==> src/rtl/ifs_pkg.sv <==
// Package: types and constants for the IFS chaos-game step block
package ifs_pkg;

    localparam int COEF_BITS = 24;
    localparam int SET_COUNT = 10;
    localparam int MAP_COUNT = 51;

    typedef enum logic [2:0] {
        ST_IDLE,
        ST_MUL0,
        ST_MUL1,
        ST_MUL2,
        ST_MUL3,
        ST_PIXX,
        ST_PIXY,
        ST_DONE
    } state_t;

    // Q24 coefficients; translations reach above 2^24
    typedef struct packed {
        int a;
        int b;
        int c;
        int d;
        int e;
        int f;
    } coef_t;

    function automatic logic [5:0] set_base(input logic [3:0] sel);
        case (sel)
            4'd0: set_base = 6'd0;
            4'd1: set_base = 6'd2;
            4'd2: set_base = 6'd6;
            4'd3: set_base = 6'd9;
            4'd4: set_base = 6'd11;
            4'd5: set_base = 6'd20;
            4'd6: set_base = 6'd24;
            4'd7: set_base = 6'd27;
            4'd8: set_base = 6'd38;
            default: set_base = 6'd42;
        endcase
    endfunction

    function automatic coef_t coef_rom(input logic [5:0] i);
        coef_t k;
        case (i)
            6'd0:  k = '{8388608, 0, 0, 8388608, 0, 0};
            6'd1:  k = '{8388608, 0, 0, 8388608, 8388608, 8388608};
            6'd2:  k = '{8388608, 0, 0, 8388608, 0, 0};
            6'd3:  k = '{8388608, 0, 0, 8388608, 8388608, 0};
            6'd4:  k = '{8388608, 0, 0, 8388608, 0, 8388608};
            6'd5:  k = '{-8388608, 0, 0, -8388608, 8388608, 8388608};
            6'd6:  k = '{8388608, 0, 0, 8388608, 0, 0};
            6'd7:  k = '{8388608, 0, 0, 8388608, 8388608, 0};
            6'd8:  k = '{8388608, 0, 0, 8388608, 0, 8388608};
            6'd9:  k = '{-8388608, -8388608, 8388608, -8388608, 8388608, 8388608};
            6'd10: k = '{-8388608, 8388608, -8388608, -8388608, 8388608, 8388608};
            6'd11: k = '{5592405, 0, 0, 5592405, 0, 0};
            6'd12: k = '{5592405, 0, 0, 5592405, 5592405, 0};
            6'd13: k = '{5592405, 0, 0, 5592405, 11184811, 0};
            6'd14: k = '{5592405, 0, 0, 5592405, 0, 5592405};
            6'd15: k = '{5592405, 0, 0, 5592405, 0, 0};
            6'd16: k = '{5592405, 0, 0, 5592405, 11184811, 5592405};
            6'd17: k = '{5592405, 0, 0, 5592405, 0, 11184811};
            6'd18: k = '{5592405, 0, 0, 5592405, 5592405, 11184811};
            6'd19: k = '{5592405, 0, 0, 5592405, 11184811, 11184811};
            6'd20: k = '{5592405, 0, 0, 5592405, 0, 0};
            6'd21: k = '{2796203, -4843165, 4843165, 2796203, 5592405, 0};
            6'd22: k = '{2796203, 4843165, -4843165, 2796203, 8388608, 4843165};
            6'd23: k = '{5592405, 0, 0, 5592405, 11184811, 0};
            6'd24: k = '{8388608, 0, 0, 8388608, 0, 4194304};
            6'd25: k = '{0, -8388608, 8388608, 0, 12582912, 8388608};
            6'd26: k = '{0, 8388608, -8388608, 0, 4194304, 8388608};
            6'd27: k = '{0, -5592405, 4194304, 0, 1864135, 2097152};
            6'd28: k = '{-1186328, -1977214, 1186328, -1977214, 2796203, 4194304};
            6'd29: k = '{0, -5592405, 4194304, 0, 4660338, 2097152};
            6'd30: k = '{0, -5592405, 4194304, 0, 6524473, 2097152};
            6'd31: k = '{-787818, -3801330, 1689480, -1772589, 7922852, 4194304};
            6'd32: k = '{932068, -3632374, 1614388, 2097152, 8854919, 3670016};
            6'd33: k = '{0, -5592405, 4194304, 0, 11184811, 2097152};
            6'd34: k = '{0, -5592405, 4194304, 0, 13048946, 2097152};
            6'd35: k = '{932068, -3632374, 1614388, 2097152, 13514980, 2097152};
            6'd36: k = '{-787818, -3801330, 1689480, -1772589, 15845705, 3145728};
            6'd37: k = '{0, -5592405, 4194304, 0, 17243251, 2097152};
            6'd38: k = '{0, 0, 664810, 2531403, 8388608, -332405};
            6'd39: k = '{14228301, 665514, -665514, 14228301, 1274458, 3017112};
            6'd40: k = '{-3915082, 5095234, 5095234, 3915082, 10346149, -1876528};
            6'd41: k = '{3505052, -4393534, 4393534, 3505052, 6636082, 487588};
            6'd42: k = '{2421583, -699051, 1398101, 1210791, 5592405, 13281963};
            6'd43: k = '{2421583, 699051, -1398101, 1210791, 9087659, 14680064};
            6'd44: k = '{0, 6990507, -4194304, 0, 4893355, 14680064};
            6'd45: k = '{0, 3495253, -2796203, 0, 6990507, 11883861};
            6'd46: k = '{0, 6990507, -4194304, 0, 4893355, 10485760};
            6'd47: k = '{-2700924, -542783, 723711, -2025693, 10485760, 7340032};
            6'd48: k = '{0, 6990507, -4194304, 0, 4893355, 6990507};
            6'd49: k = '{-2421583, -1398101, 1398101, -2421583, 9087659, 3495253};
            6'd50: k = '{1977214, -1977214, 1977214, 1977214, 10485760, 629146};
            default: k = '0;
        endcase
        return k;
    endfunction

endpackage

==> src/rtl/ifs_mac.sv <==
// Shared multiply-accumulate unit: while enabled, adds one product per cycle into a registered accumulator
module ifs_mac
    import ifs_pkg::*;
(
    input  logic               clk,
    input  logic               clr,
    input  logic               en,
    input  logic signed [24:0] op_a,
    input  logic signed [24:0] op_b,
    input  logic signed [63:0] bias,
    output logic signed [63:0] acc
);
    logic signed [63:0] acc_reg;
    logic signed [63:0] acc_next;
    logic signed [49:0] prod;

    assign prod = op_a * op_b;

    always_comb
    begin
        acc_next = acc_reg;
        if (en)
            acc_next = (clr ? bias : acc_reg) + 64'(prod);
    end

    always_ff @(posedge clk)
    begin
        acc_reg <= acc_next;
    end

    assign acc = acc_reg;
endmodule

==> config.mk <==
export PLATFORM = sky130hd
export DESIGN_NAME = ifs_mac
export DESIGN_NICKNAME = d
export VERILOG_FILES = /design/src/rtl/ifs_pkg.sv /design/src/rtl/ifs_mac.sv
export SDC_FILE = /design/constraint.sdc
export NUM_CORES = 2
export LEC_CHECK = 0
export ABC_AREA = 1
export BUFFER_PORTS_ARGS = -buffer_cell sky130_fd_sc_hd__clkbuf_2
export CORE_MARGIN = 3
export CORE_UTILIZATION = 35
export DETAILED_ROUTE_END_ITERATION = 8
export PLACE_DENSITY = 0.58
export SLEW_MARGIN = 15
export SYNTH_ARGS = -nofsm -noshare
export SYNTH_HDL_FRONTEND = slang
export SYNTH_SLANG_ARGS = --single-unit
==> constraint.sdc <==
create_clock -name clk -period 11.7 [get_ports clk]
set_input_delay 2.34 -clock clk [delete_from_list [all_inputs] [get_ports clk]]
set_output_delay 2.34 -clock clk [all_outputs]
set_load 0.005 [all_outputs]
==> results.cfg <==
[floorplanning]
fp.dieW_um = 314
dieArea_mm2 = 0.0988
boundaryPins = 181
die_h_um = 314
core_area_mm2 = 0.0937
row_count = 112
initial_utilization_pct = 35.5

[setup_path]
critPathSlowestCell = fa_1
critPathTopFamily = adder cells
critPathBufInv = 7
cp-end-kind = register
cp_common_cell = nand2_1
worstPathArrival_ns = 9.82
crit_type = input pin to register
rr_worst_depth = 16
r2r_start = acc[24]$_DFFE_PP_
rrSetupSlack_ns = 5.37
crit_fanout = 25
crit_path_max_incr_delay_ns = 1.11
r2r-end = acc[31]$_DFFE_PP_
cp-start-kind = input pin
cp.required_ns = 11.83

[clock_network]
clock-sinks = 64
postCtsSetupBuffers = 0
cts_buffers = 9
cts-resized-gates = 0
clk_pin_slew_ns = 0.07
cts-root-buf = clkbuf_16
tritoncts = done
clk_path_buf_depth = 2
htree_num_levels = 3
hold_buffers = 0
clock_latency_ns = 0.37

[place]
postPlaceCellArea_mm2 = 0.0353
hpwl_um = 88600
place_congestion = 0.920
dp_cells = 5457
numPortBuffers = 180

[grt]
overflow = 0
grt_usage_pct = 21.3
grt_max_degree = 65
grt_pass1_vias = 27000
grt_pass1_wl_um = 161000
antenna_found_initial = 4

[timing]
rsz0062_at_grt = no
min_period_ns = 9.68
post-route-period-util_pct = 82.8
setup_viol = 0
worst_slew_pin_slew_ns = 1.06
totalNegativeSetupSlack_ns = 0
hold_viol = 0
slew_violations = 0
fin_skew_ns = 0.0195
fmax_mhz = 103
max_slew_margin_pct = 29.3

[synthesis]
synth_fa_ha_area_share_pct = 55.7
ys_ff_latch = 64
ys_types = 30
syn-cell-area_mm2 = 0.0333
netlist_instances = 4162
syn_avg_cell_area_um2 = 7.99
syn_nets = 5278
synth.area.mux_share_pct = 2.13
yosysSeqAreaShare_pct = 5.78
synth-xor-area-share_pct = 0.974
yosys_warnings = 0
synth-simple-area-share_pct = 17.0
synth_compound_area_share_pct = 1.14
synth_top_family_by_area = adder cells

[detailed_routing]
routed_wl_um = 101000
drc = 0
vias = 25200
viasPerCell = 4.60
dr.first_iter.drc_count = 1690
ant_nets = 0
wire_per_inst_um = 18.4
dr.pass1.iters = 5

[cells_and_area]
drive_above_1_share_pct = 8.25
ff_latch_area_mm2 = 0.00192
finalNonFillerCells = 5474
syn2layout_area_growth_pct = 7.08
design_area_mm2 = 0.0356
nets = 5330
multi_input_area_mm2 = 0.0256
final_common_cell = inv_1
fillers = 9806
largest_reg_flops = 64
mostFrequentLayoutCells = 1,366 x inv_1, 1,144 x nand2_1, 801 x fa_1, 197 x ha_1, 178 x clkbuf_2

[min_path]
hp-class = register to register
hold_depth = 2
min_to = acc[0]$_DFFE_PP_
holdCritStartpoint = acc[0]$_DFFE_PP_

[outcome]
status = completed

[flow_run]
max_cap_violations = 0
## cell usage after synthesis
library cell | number | area share [%]
nand3b_1 | 1 | 0.023
nand3_2 | 7 | 0.21
inv_1 | 1368 | 15
mux2i_1 | 1 | 0.030
nand3_1 | 60 | 0.90
or2_2 | 1 | 0.019
buf_2 | 9 | 0.14
nor2_1 | 81 | 0.91
mux2_2 | 62 | 2.1
clkbuf_1 | 147 | 1.7
xor2_1 | 33 | 0.87
nand2_1 | 1144 | 13
nor3_2 | 4 | 0.12
o21bai_1 | 10 | 0.23
clkinv_1 | 1 | 0.011
nor3_1 | 9 | 0.14
ha_1 | 197 | 7.4
xnor2_1 | 4 | 0.11
a21oi_1 | 52 | 0.78
inv_2 | 1 | 0.011
and3_1 | 6 | 0.11
fa_1 | 802 | 48
nand2_2 | 25 | 0.47
o21ai_0 | 9 | 0.14
and2_1 | 1 | 0.019
nand4_1 | 23 | 0.43
nor2_2 | 32 | 0.60
nor4_1 | 6 | 0.11
edfxtp_1 | 64 | 5.8
nor2_4 | 2 | 0.068
## worst max path at each step
stage,startpoint,depth (start not counted),slack (ns),to
after global placement,op_a[24],25,1.68,acc[60]$_DFFE_PP_
after CTS,op_a[24],24,1.99,acc[55]$_DFFE_PP_
after detailed placement,op_a[24],24,1.61,acc[55]$_DFFE_PP_
after global routing,op_a[24],22,1.42,acc[60]$_DFFE_PP_
final,op_a[24],25,2.02,acc[60]$_DFFE_PP_
after floorplan,op_a[24],26,2.77,acc[63]$_DFFE_PP_
## worst reg2reg max path, stage by stage, from the launching register on
cell      delay, ns
edfxtp_1       0.52
mux2i_1        0.44
fa_1           0.49
inv_1          0.09
fa_1           0.44
fa_1           0.45
fa_1           0.52
fa_1           0.56
fa_1           0.48
ha_1           0.42
nand2_2        0.10
nor2_1         0.28
nand2_1        0.24
nor2_2         0.19
nand2_1        0.08
nand2_2        0.19
xor2_1         0.55
## layer usage
metal / share of wire [%] / track usage, % / routed length (um)
met5: 0.011 / 0 / 11
met4: 1.4 / 3.13 / 1380
met3: 7.0 / 3.79 / 7110
met2: 45 / 34.3 / 45900
met1: 46 / 30.8 / 46600
## area by class of cell
| cell class | count | share of cell area, % |
|---|---|---|
| well taps | 1254 | 4.40 |
| multi-input cells | 2572 | 71.9 |
| clock inverters | 7 | 0.334 |
| clock buffers | 9 | 0.632 |
| inverters | 1370 | 14.4 |
| diodes | 1 | 0.00703 |
| flip-flops and latches | 64 | 5.40 |
| repair buffers | 197 | 2.90 |
## cells by family after synthesis
kind of cell,Yosys count
AOI/OAI and AO/OA,71
muxes,63
xor gates and xnor gates,37
buffers and inverters,1526
DFF,64
and+or+nand+nor,1402
adders and majority gates,999
## through the flow
stage | utilization, % | hold WS, ns | setup slack, ns
2_1_floorplan | - | 0.698 | 2.77
3_3_place_gp | 37.6 | 0.981 | 1.68
3_5_place_dp | 37.6 | 0.988 | 1.61
4_1_cts | 38.0 | 1.00 | 1.99
5_1_grt | 38.0 | 1.08 | 1.42
6_report | 38.0 | 1.05 | 2.02
Power is not shown: default switching activity piles up to over one toggle a cycle in this logic, so the estimate is an artifact.
