[config.mk]
export PLATFORM = sky130hd
export DESIGN_NAME = ifs_map_pick
export DESIGN_NICKNAME = d
export VERILOG_FILES = /design/src/rtl/ifs_pkg.sv /design/src/rtl/ifs_map_pick.sv
export SDC_FILE = /design/constraint.sdc
export NUM_CORES = 1
export LEC_CHECK = 0
export ABC_AREA = 1
export BUFFER_PORTS_ARGS = -buffer_cell sky130_fd_sc_hd__buf_4
export CORE_UTILIZATION = 50
export DETAILED_ROUTE_END_ITERATION = 10
export GPL_ROUTABILITY_DRIVEN = 0
export PLACE_DENSITY = 0.78
export SLEW_MARGIN = 20
export SYNTH_ARGS = -nofsm -noshare
export SYNTH_HDL_FRONTEND = slang
export SYNTH_SLANG_ARGS = --single-unit
[constraint.sdc]
create_clock -name vclk -period 9.5
set_input_delay 0.475 -clock vclk [all_inputs]
set_output_delay 0.475 -clock vclk [all_outputs]
set_load 0.03 [all_outputs]
[src/rtl/ifs_pkg.sv]
// Package: types and constants for the IFS chaos-game step block
package ifs_pkg;

    localparam int COEF_BITS = 24;
    localparam int SET_COUNT = 10;
    localparam int MAP_COUNT = 51;

    typedef enum logic [2:0] {
        ST_IDLE,
        ST_MUL0,
        ST_MUL1,
        ST_MUL2,
        ST_MUL3,
        ST_PIXX,
        ST_PIXY,
        ST_DONE
    } state_t;

    // Q24 coefficients; translations reach above 2^24
    typedef struct packed {
        int a;
        int b;
        int c;
        int d;
        int e;
        int f;
    } coef_t;

    function automatic logic [5:0] set_base(input logic [3:0] sel);
        case (sel)
            4'd0: set_base = 6'd0;
            4'd1: set_base = 6'd2;
            4'd2: set_base = 6'd6;
            4'd3: set_base = 6'd9;
            4'd4: set_base = 6'd11;
            4'd5: set_base = 6'd20;
            4'd6: set_base = 6'd24;
            4'd7: set_base = 6'd27;
            4'd8: set_base = 6'd38;
            default: set_base = 6'd42;
        endcase
    endfunction

    function automatic coef_t coef_rom(input logic [5:0] i);
        coef_t k;
        case (i)
            6'd0:  k = '{8388608, 0, 0, 8388608, 0, 0};
            6'd1:  k = '{8388608, 0, 0, 8388608, 8388608, 8388608};
            6'd2:  k = '{8388608, 0, 0, 8388608, 0, 0};
            6'd3:  k = '{8388608, 0, 0, 8388608, 8388608, 0};
            6'd4:  k = '{8388608, 0, 0, 8388608, 0, 8388608};
            6'd5:  k = '{-8388608, 0, 0, -8388608, 8388608, 8388608};
            6'd6:  k = '{8388608, 0, 0, 8388608, 0, 0};
            6'd7:  k = '{8388608, 0, 0, 8388608, 8388608, 0};
            6'd8:  k = '{8388608, 0, 0, 8388608, 0, 8388608};
            6'd9:  k = '{-8388608, -8388608, 8388608, -8388608, 8388608, 8388608};
            6'd10: k = '{-8388608, 8388608, -8388608, -8388608, 8388608, 8388608};
            6'd11: k = '{5592405, 0, 0, 5592405, 0, 0};
            6'd12: k = '{5592405, 0, 0, 5592405, 5592405, 0};
            6'd13: k = '{5592405, 0, 0, 5592405, 11184811, 0};
            6'd14: k = '{5592405, 0, 0, 5592405, 0, 5592405};
            6'd15: k = '{5592405, 0, 0, 5592405, 0, 0};
            6'd16: k = '{5592405, 0, 0, 5592405, 11184811, 5592405};
            6'd17: k = '{5592405, 0, 0, 5592405, 0, 11184811};
            6'd18: k = '{5592405, 0, 0, 5592405, 5592405, 11184811};
            6'd19: k = '{5592405, 0, 0, 5592405, 11184811, 11184811};
            6'd20: k = '{5592405, 0, 0, 5592405, 0, 0};
            6'd21: k = '{2796203, -4843165, 4843165, 2796203, 5592405, 0};
            6'd22: k = '{2796203, 4843165, -4843165, 2796203, 8388608, 4843165};
            6'd23: k = '{5592405, 0, 0, 5592405, 11184811, 0};
            6'd24: k = '{8388608, 0, 0, 8388608, 0, 4194304};
            6'd25: k = '{0, -8388608, 8388608, 0, 12582912, 8388608};
            6'd26: k = '{0, 8388608, -8388608, 0, 4194304, 8388608};
            6'd27: k = '{0, -5592405, 4194304, 0, 1864135, 2097152};
            6'd28: k = '{-1186328, -1977214, 1186328, -1977214, 2796203, 4194304};
            6'd29: k = '{0, -5592405, 4194304, 0, 4660338, 2097152};
            6'd30: k = '{0, -5592405, 4194304, 0, 6524473, 2097152};
            6'd31: k = '{-787818, -3801330, 1689480, -1772589, 7922852, 4194304};
            6'd32: k = '{932068, -3632374, 1614388, 2097152, 8854919, 3670016};
            6'd33: k = '{0, -5592405, 4194304, 0, 11184811, 2097152};
            6'd34: k = '{0, -5592405, 4194304, 0, 13048946, 2097152};
            6'd35: k = '{932068, -3632374, 1614388, 2097152, 13514980, 2097152};
            6'd36: k = '{-787818, -3801330, 1689480, -1772589, 15845705, 3145728};
            6'd37: k = '{0, -5592405, 4194304, 0, 17243251, 2097152};
            6'd38: k = '{0, 0, 664810, 2531403, 8388608, -332405};
            6'd39: k = '{14228301, 665514, -665514, 14228301, 1274458, 3017112};
            6'd40: k = '{-3915082, 5095234, 5095234, 3915082, 10346149, -1876528};
            6'd41: k = '{3505052, -4393534, 4393534, 3505052, 6636082, 487588};
            6'd42: k = '{2421583, -699051, 1398101, 1210791, 5592405, 13281963};
            6'd43: k = '{2421583, 699051, -1398101, 1210791, 9087659, 14680064};
            6'd44: k = '{0, 6990507, -4194304, 0, 4893355, 14680064};
            6'd45: k = '{0, 3495253, -2796203, 0, 6990507, 11883861};
            6'd46: k = '{0, 6990507, -4194304, 0, 4893355, 10485760};
            6'd47: k = '{-2700924, -542783, 723711, -2025693, 10485760, 7340032};
            6'd48: k = '{0, 6990507, -4194304, 0, 4893355, 6990507};
            6'd49: k = '{-2421583, -1398101, 1398101, -2421583, 9087659, 3495253};
            6'd50: k = '{1977214, -1977214, 1977214, 1977214, 10485760, 629146};
            default: k = '0;
        endcase
        return k;
    endfunction

endpackage

[src/rtl/ifs_map_pick.sv]
// Map selection: compares the random fraction against the set's thresholds
module ifs_map_pick
    import ifs_pkg::*;
#(
    parameter int RAND_BITS = 16
) (
    input  logic [3:0]           sel,
    input  logic [RAND_BITS-1:0] field,
    output logic [3:0]           idx
);
    logic [9:0]           den;
    logic [3:0]           cnt;
    logic [RAND_BITS+9:0] lhs;
    logic [RAND_BITS+9:0] rhs [10];
    logic [9:0]           num [10];

    always_comb
    begin
        case (sel)
            4'd0:    begin den = 10'd2;    cnt = 4'd1;  end
            4'd1:    begin den = 10'd4;    cnt = 4'd3;  end
            4'd2:    begin den = 10'd100;  cnt = 4'd2;  end
            4'd3:    begin den = 10'd2;    cnt = 4'd1;  end
            4'd4:    begin den = 10'd9;    cnt = 4'd8;  end
            4'd5:    begin den = 10'd4;    cnt = 4'd3;  end
            4'd6:    begin den = 10'd1000; cnt = 4'd2;  end
            4'd7:    begin den = 10'd11;   cnt = 4'd10; end
            4'd8:    begin den = 10'd4;    cnt = 4'd3;  end
            default: begin den = 10'd9;    cnt = 4'd8;  end
        endcase
        lhs = {10'd0, field} * {{RAND_BITS{1'b0}}, den};
        idx = 4'd0;
        for (int i = 0; i < 10; i++)
        begin
            if (sel == 4'd2)
                num[i] = (i % 2 == 0) ? 10'd33 : 10'd66;
            else if (sel == 4'd6)
                num[i] = (i % 2 == 0) ? 10'd333 : 10'd666;
            else
                num[i] = 10'(i + 1);
            rhs[i] = {num[i], {RAND_BITS{1'b0}}};
            if (4'(i) < cnt && lhs >= rhs[i])
                idx = 4'(i + 1);
        end
    end
endmodule

==> results of run 1 <==
-- cell usage in the layout (no fill, tap or decap), types with 3 or more instances in the layout --
cell,count
sky130_fd_sc_hd__o21ai_1,4
sky130_fd_sc_hd__buf_4,29
sky130_fd_sc_hd__nand4_1,8
sky130_fd_sc_hd__nor2_4,5
sky130_fd_sc_hd__nand2_2,15
sky130_fd_sc_hd__o21bai_1,5
sky130_fd_sc_hd__nand3b_1,4
sky130_fd_sc_hd__nor2_2,4
sky130_fd_sc_hd__nor2_1,118
sky130_fd_sc_hd__ha_1,97
sky130_fd_sc_hd__xnor2_1,6
sky130_fd_sc_hd__a21oi_1,28
sky130_fd_sc_hd__nand3_1,28
sky130_fd_sc_hd__xor2_1,11
sky130_fd_sc_hd__fa_1,90
sky130_fd_sc_hd__and2_1,3
sky130_fd_sc_hd__clkinv_1,3
sky130_fd_sc_hd__nand3_2,4
sky130_fd_sc_hd__o21ai_0,5
sky130_fd_sc_hd__nor3_1,4
sky130_fd_sc_hd__a31oi_1,3
sky130_fd_sc_hd__inv_1,167
sky130_fd_sc_hd__nand2_1,193
-- final timing paths --
path	startpoint	to	cells past startpoint
worst min-delay path	sel[3]	idx[1]	7
worst max-delay path	sel[1]	idx[2]	40
-- per-stage QoR --
stage / total power, mW / hold slack [ns] / util (%) / area (um2)
after floorplan: 0.6673 / 1.535 / - / 5857
after global placement: 0.8475 / 1.925 / 54.64 / 6238
after detailed placement: 0.8520 / 1.929 / 54.64 / 6238
after CTS: 0.8626 / 1.935 / 54.64 / 6238
after global routing: 0.9921 / 2.027 / 54.64 / 6238
final: 0.8642 / 1.931 / 54.64 / 6238
-- layout make-up --
class / count / share of cell area [%]
multi-input cells: 652 / 83.21
inverters: 173 / 10.43
repair buffers: 29 / 3.490
well taps: 143 / 2.868
-- kinds of logic (layout without fill, tap and decap cells) --
kind of cell / count (synthesis) / in the layout / share of synthesized area, %
AND/OR/NAND/NOR: 393 / 393 / 29.07
AO/OA/AOI/OAI: 55 / 55 / 5.533
buffers and inverters: 177 / 202 / 11.36
XOR/XNOR: 17 / 17 / 2.542
adder cells (fa/ha/maj): 187 / 187 / 51.48
-- power groups by stage --
stage	Sequential (mW)	Clock [mW]	Combinational, mW
after global placement	0	0	0.847
final	0	0	0.864
after CTS	0	0	0.863
after floorplan	0	0	0.667
after detailed placement	0	0	0.852
after global routing	0	0	0.992
-- critical path: cells and delay by family --
family	cells	cell delay (ns)
fa+ha+maj	8	3.49
buf+inv	10	1.08
compound gates	3	0.48
simple gates	19	2.10
-- layer usage --
layer  wire length (um)  share of wire (%)  vias to the layer above  global-route usage [%]
li1                   -                  -                     2598                       -
met1               6358                 47                     2354                   32.87
met2               6327                 47                      130                   43.21
met3                621                4.6                       14                   2.116
met4                236                1.7                        0                   3.947
met5                  0                  0                        -                       0
==> results.toml, run 1 <==
[min_path]
worstHoldPathType = "input port to primary output"

[yosys]
post_synth_inst_count = 829
ys_seq_area_share_pct = 0
post-synth-top-count-cell = "sky130_fd_sc_hd__nand2_1"
synth.area.top_cells = "sky130_fd_sc_hd__fa_1 (31%), sky130_fd_sc_hd__ha_1 (21%), sky130_fd_sc_hd__nand2_1 (12%), sky130_fd_sc_hd__inv_1 (11%), sky130_fd_sc_hd__nor2_1 (7.6%)"
synth_top_area_share_pct = 30.76
synth_area_leader_cell = "sky130_fd_sc_hd__fa_1"
post_synth_instance_area_um2 = 5857
synthesis_warning_total = 0
synth_nets = 1036
post_synth.cell_area_avg_um2 = 7.065
synth_commonest_cells = "sky130_fd_sc_hd__nand2_1 (193), sky130_fd_sc_hd__inv_1 (167), sky130_fd_sc_hd__nor2_1 (118)"
yosysUniqueCellTypes = 38

[setup_path]
worstSetupStartpointType = "input port"
critPathKind = "input port to primary output"
critPathMaxStageDelay_ns = 0.56
cp.required_ns = 9.03
critical_path.slowest_cell = "sky130_fd_sc_hd__fa_1"
critical_path_peak_fanout = 10
cp_capture_type = "primary output"
cp.arrival_ns = 7.66

[global_route]
grt_antenna_before_repair = 0
grt_pass1_vias = 5115
globalRouteTotalUtil_pct = 24.40
grt_start_max_net_pins = 22
global_route_wire_length_before_repair_mm = 23.23
total_gr_overflow = 0

[final_layout]
fillerInstances = 1093
nets = 1063
layoutNonFillerInstCount = 997
layout-drive-gt1-share_pct = 7.845
clock_buffer_count = 0
nFlopsAndLatches = 0
layout-area-overhead-vs-synth_pct = 6.516
area_occupied_by_registers_um2 = 0
total_area_of_multi_input_combinational_cells_um2 = 5191
antenna_cells_inserted = 0

[pwr]
power_density_nw_per_um2 = 138.5
seqPwrFrac_pct = 0
leakage_nw = 3.760
comb_power_share_pct = 100.0
total_switching_power_mw = 0.5416
p_int_mw = 0.3226
ir_worst_vdd_v = 0.00008266
clock_power_share_pct = 0
switching_share_pct = 62.67

[sta]
slew_violations = 0
tmin_final_ns = 8.132
grt_setup_unrepaired = "no"
final_min_period_over_clock_period_pct = 85.60
worstMarginPinSlew_ns = 0.7607
max_clock_freq_mhz = 123.0
tns_ns = 0
finalSetupViolations = 0
slew_headroom_pct = 48.75
post-route-worst-setup-slack_ns = 1.368
final_hold_viol_count = 0

[routing]
vias = 5096
detail_route.vias_per_cell = 5.111
drt_first_pass_iters = 5
post_route_antenna_net_violation_count = 0
routedWlPerCell_um = 13.58
postRouteWirelength_mm = 13.54
detailedRoute.firstIterationViolations = 327
drc = 0

[placed_design]
io_buffer_count = 24
minimum_setup_slack_after_placement_ns = 1.406
dp.cells = 997
hpwl_after_detailed_placement_mm = 12.22

[clocking]
post_cts.resized_instances = 0
cts_setup_buffers = 0
ctsHoldBuffers = 0

[floorplanning]
fp.dieArea_um2 = 12150
die_w_um = 110.2
ios = 24
core_region_area_um2 = 11420
die_y_um = 110.2
placement_rows = 39
floorplan.initialDensity_pct = 51.29

[status]
status = "finished, final reports clean"

[run]
max_cap_viol_count = 0
(Power assumes the default switching activity.)
==> run 2: changes to the inputs <==
CORE_UTILIZATION = 45   (was 50)
PLACE_DENSITY = 0.72   (was 0.78)
==> results.toml, run 2 (synthesized netlist as in run 1, its figures left out) <==
[status]
status = "finished, final reports clean"

[placed_design]
minimum_setup_slack_after_placement_ns = 1.330
io_buffer_count = 24
hpwl_after_detailed_placement_mm = 12.78
area_after_detailed_placement_um2 = 6275

[setup_path]
cp.required_ns = 9.03
cp_top_family = "adder cells"
critPathKind = "input port to primary output"
critical_path_peak_fanout = 10
path_common_cell = "sky130_fd_sc_hd__nor2_1"
worstSetupStartpointType = "input port"
cp_capture_type = "primary output"
cp.arrival_ns = 7.79
critPathMaxStageDelay_ns = 0.61
path_buf_inv = 7
critical_path.slowest_cell = "sky130_fd_sc_hd__fa_1"

[sta]
slew_headroom_pct = 51.06
tns_ns = 0
finalSetupViolations = 0
grt_setup_unrepaired = "no"
slew_violations = 0
post-route-worst-setup-slack_ns = 1.233
final_hold_viol_count = 0
final_min_period_over_clock_period_pct = 87.03
worstMarginPinSlew_ns = 0.7265
max_clock_freq_mhz = 121.0
tmin_final_ns = 8.267

[routing]
detailedRoute.firstIterationViolations = 363
detail_route.vias_per_cell = 5.042
vias = 5173
post_route_antenna_net_violation_count = 0
drt_first_pass_iters = 5
postRouteWirelength_mm = 14.12
routedWlPerCell_um = 13.76
drc = 0

[run]
max_cap_viol_count = 0

[final_layout]
layout-drive-gt1-share_pct = 7.845
nFlopsAndLatches = 0
nets = 1063
layout.core_utilization_pct = 49.52
clock_buffer_count = 0
final_design_area_no_fill_um2 = 6275
final_common_cell = "sky130_fd_sc_hd__nand2_1"
antenna_cells_inserted = 0
layout_common_cells = "sky130_fd_sc_hd__nand2_1 (193), sky130_fd_sc_hd__inv_1 (167), sky130_fd_sc_hd__nor2_1 (118)"
area_occupied_by_registers_um2 = 0
layout-area-overhead-vs-synth_pct = 7.135

[clocking]
post_cts.resized_instances = 0
ctsHoldBuffers = 0
cts_setup_buffers = 0

[floorplanning]
die_w_um = 116.1
fp.dieArea_um2 = 13480
floorplan.initialDensity_pct = 46.22
die_y_um = 116.1
core_region_area_um2 = 12670
placement_rows = 41
ios = 24

[global_route]
globalRouteTotalUtil_pct = 23.06
grt_pass1_vias = 5307
global_route_wire_length_before_repair_mm = 24.63
grt_start_max_net_pins = 22
total_gr_overflow = 0
grt_antenna_before_repair = 0

[pwr]
ir_worst_vdd_v = 0.00005805
leakage_nw = 3.760
p_total_mw = 0.8731
power_density_nw_per_um2 = 139.1

[min_path]
worstHoldPathType = "input port to primary output"
## run 2: cell counts in the layout (fill, tap and decap cells not counted)
No cell type changed its count.
## run 2: per-layer routing
metal / global-route usage [%] / up-vias / part of all wire (%)
met5: 0 / - / 0
met4: 6.325 / 0 / 3.0
met3: 1.621 / 21 / 4.7
met2: 39.72 / 141 / 47
met1: 31.17 / 2407 / 46
li1: - / 2604 / -
## run 2: path summary, 6_finish.rpt
check | depth (start not counted) | from | to | slack [ns]
max | 34 | sel[1] | idx[2] | 1.23
min | 7 | sel[3] | idx[1] | 1.91
## run 2: report_power, final
group | total (mW) | internal, mW | switching [mW]
combinational | 0.873 | 0.322 | 0.551
clock | 0 | 0 | 0
sequential | 0 | 0 | 0
## run 2: final cells by class
class | instances | area (um2)
Fill cell | 1293 | 6396
Multi-Input combinational cell | 652 | 5191
Inverter | 173 | 650.6
Timing Repair Buffer | 29 | 217.7
Tap cell | 172 | 215.2
## run 2: metrics by stage
| step | std cells | hold slack [ns] |
|---|---|---|
| after floorplan | 829 | 1.535 |
| after global routing | 1026 | 1.984 |
| after CTS | 1026 | 1.906 |
| after detailed placement | 1026 | 1.892 |
| after global placement | 1026 | 1.873 |
| final | 1026 | 1.913 |
==> run 3: changes to the inputs <==
CELL_PAD_IN_SITES_DETAIL_PLACEMENT = 2   (was not set)
CELL_PAD_IN_SITES_GLOBAL_PLACEMENT = 2   (was not set)
CORE_UTILIZATION = 41   (was 45)
PLACE_DENSITY = 0.95   (was 0.72)
clock period = 10 ns   (was 9.5 ns; I/O delays follow)
==> results.toml, run 3 (synthesized netlist as in run 1, its figures left out) <==
[routing]
drc = 0
drt_first_pass_iters = 4
post_route_antenna_net_violation_count = 0
met3WireLength_um = 758
routed.top_layer = "met4"
met2RoutedLength_mm = 13.16
postRouteWirelength_mm = 24.67
detail_route.vias_per_cell = 5.555
routedWlPerCell_um = 23.86
met1Wirelength_mm = 9.513
vias = 5744
detailedRoute.firstIterationViolations = 276

[status]
status = "finished, final reports clean"

[setup_path]
path_buf_inv = 8
critical_path.slowest_cell = "sky130_fd_sc_hd__fa_1"
path_common_cell = "sky130_fd_sc_hd__nand2_1"
cp.arrival_ns = 8.72
critPathMaxStageDelay_ns = 0.62
critPathKind = "input port to primary output"
cp_capture_type = "primary output"
critical_path_peak_fanout = 21
cp_top_family = "adder cells"
worstSetupStartpointType = "input port"
cp.required_ns = 9.50
worst-path-stages = 42

[final_layout]
clock_buffer_count = 0
nets = 1062
layout_common_cells = "sky130_fd_sc_hd__nand2_1 (193), sky130_fd_sc_hd__inv_1 (167), sky130_fd_sc_hd__nor2_1 (118)"
fillerInstances = 1674
layout-area-overhead-vs-synth_pct = 7.221
layout-drive-gt1-share_pct = 7.737
total_area_of_multi_input_combinational_cells_um2 = 5191
area_occupied_by_registers_um2 = 0
final_common_cell = "sky130_fd_sc_hd__nand2_1"
nFlopsAndLatches = 0

[floorplanning]
fp.dieArea_um2 = 14770
ios = 24
core_region_area_um2 = 13930
placement_rows = 43
die_w_um = 121.5
floorplan.initialDensity_pct = 42.03
die_y_um = 121.5

[sta]
post-route-worst-setup-slack_ns = 0.7818
final_min_period_over_clock_period_pct = 92.18
finalSetupViolations = 0
slew_violations = 0
grt_setup_unrepaired = "no"
worstMarginPinSlew_ns = 1.044
slew_headroom_pct = 29.68
final_hold_viol_count = 0
tmin_final_ns = 9.218
max_clock_freq_mhz = 108.5
tns_ns = 0

[global_route]
grt_start_max_net_pins = 22
global_route_wire_length_before_repair_mm = 38.28
globalRouteTotalUtil_pct = 34.79
total_gr_overflow = 0
grt_pass1_vias = 6947
grt_antenna_before_repair = 1

[run]
max_cap_viol_count = 0

[min_path]
worstHoldPathType = "input port to primary output"
timing.hold.worst_path_depth = 9

[clocking]
cts_setup_buffers = 0
post_cts.resized_instances = 0
ctsHoldBuffers = 0

[placed_design]
hpwl_after_detailed_placement_mm = 22.44
minimum_setup_slack_after_placement_ns = 0.8656
io_buffer_count = 24
[run 3: cell types whose count changed in the layout (fill, tap and decap cells not counted), sizes merged]
cell	delta
diode	+1
buf	-1
[run 3: path summary, 6_finish.rpt]
check | startpoint | end | slack [ns]
max | sel[0] | idx[0] | 0.78
min | sel[2] | idx[0] | 2.12
[run 3: final cells by class]
class	count	share of cell area, %
well taps	180	3.586
multi-input cells	652	82.67
diodes	1	0.03985
inverters	173	10.36
repair buffers	28	3.347
[run 3: metal layers]
metal	track usage [%]	vias to the layer above
met1	37.12	2909
li1	-	2592
met2	67.37	159
met3	4.464	84
met4	15.43	0
met5	0	-
[run 3: stage by stage]
stage	hold WS (ns)	std cells	util (%)	area (um2)
after floorplan	1.585	829	-	5857
after global placement	1.967	1033	45.05	6277
after detailed placement	2.083	1033	45.05	6277
after CTS	2.099	1033	45.05	6277
after global routing	2.189	1033	45.05	6277
final	2.120	1034	45.07	6280
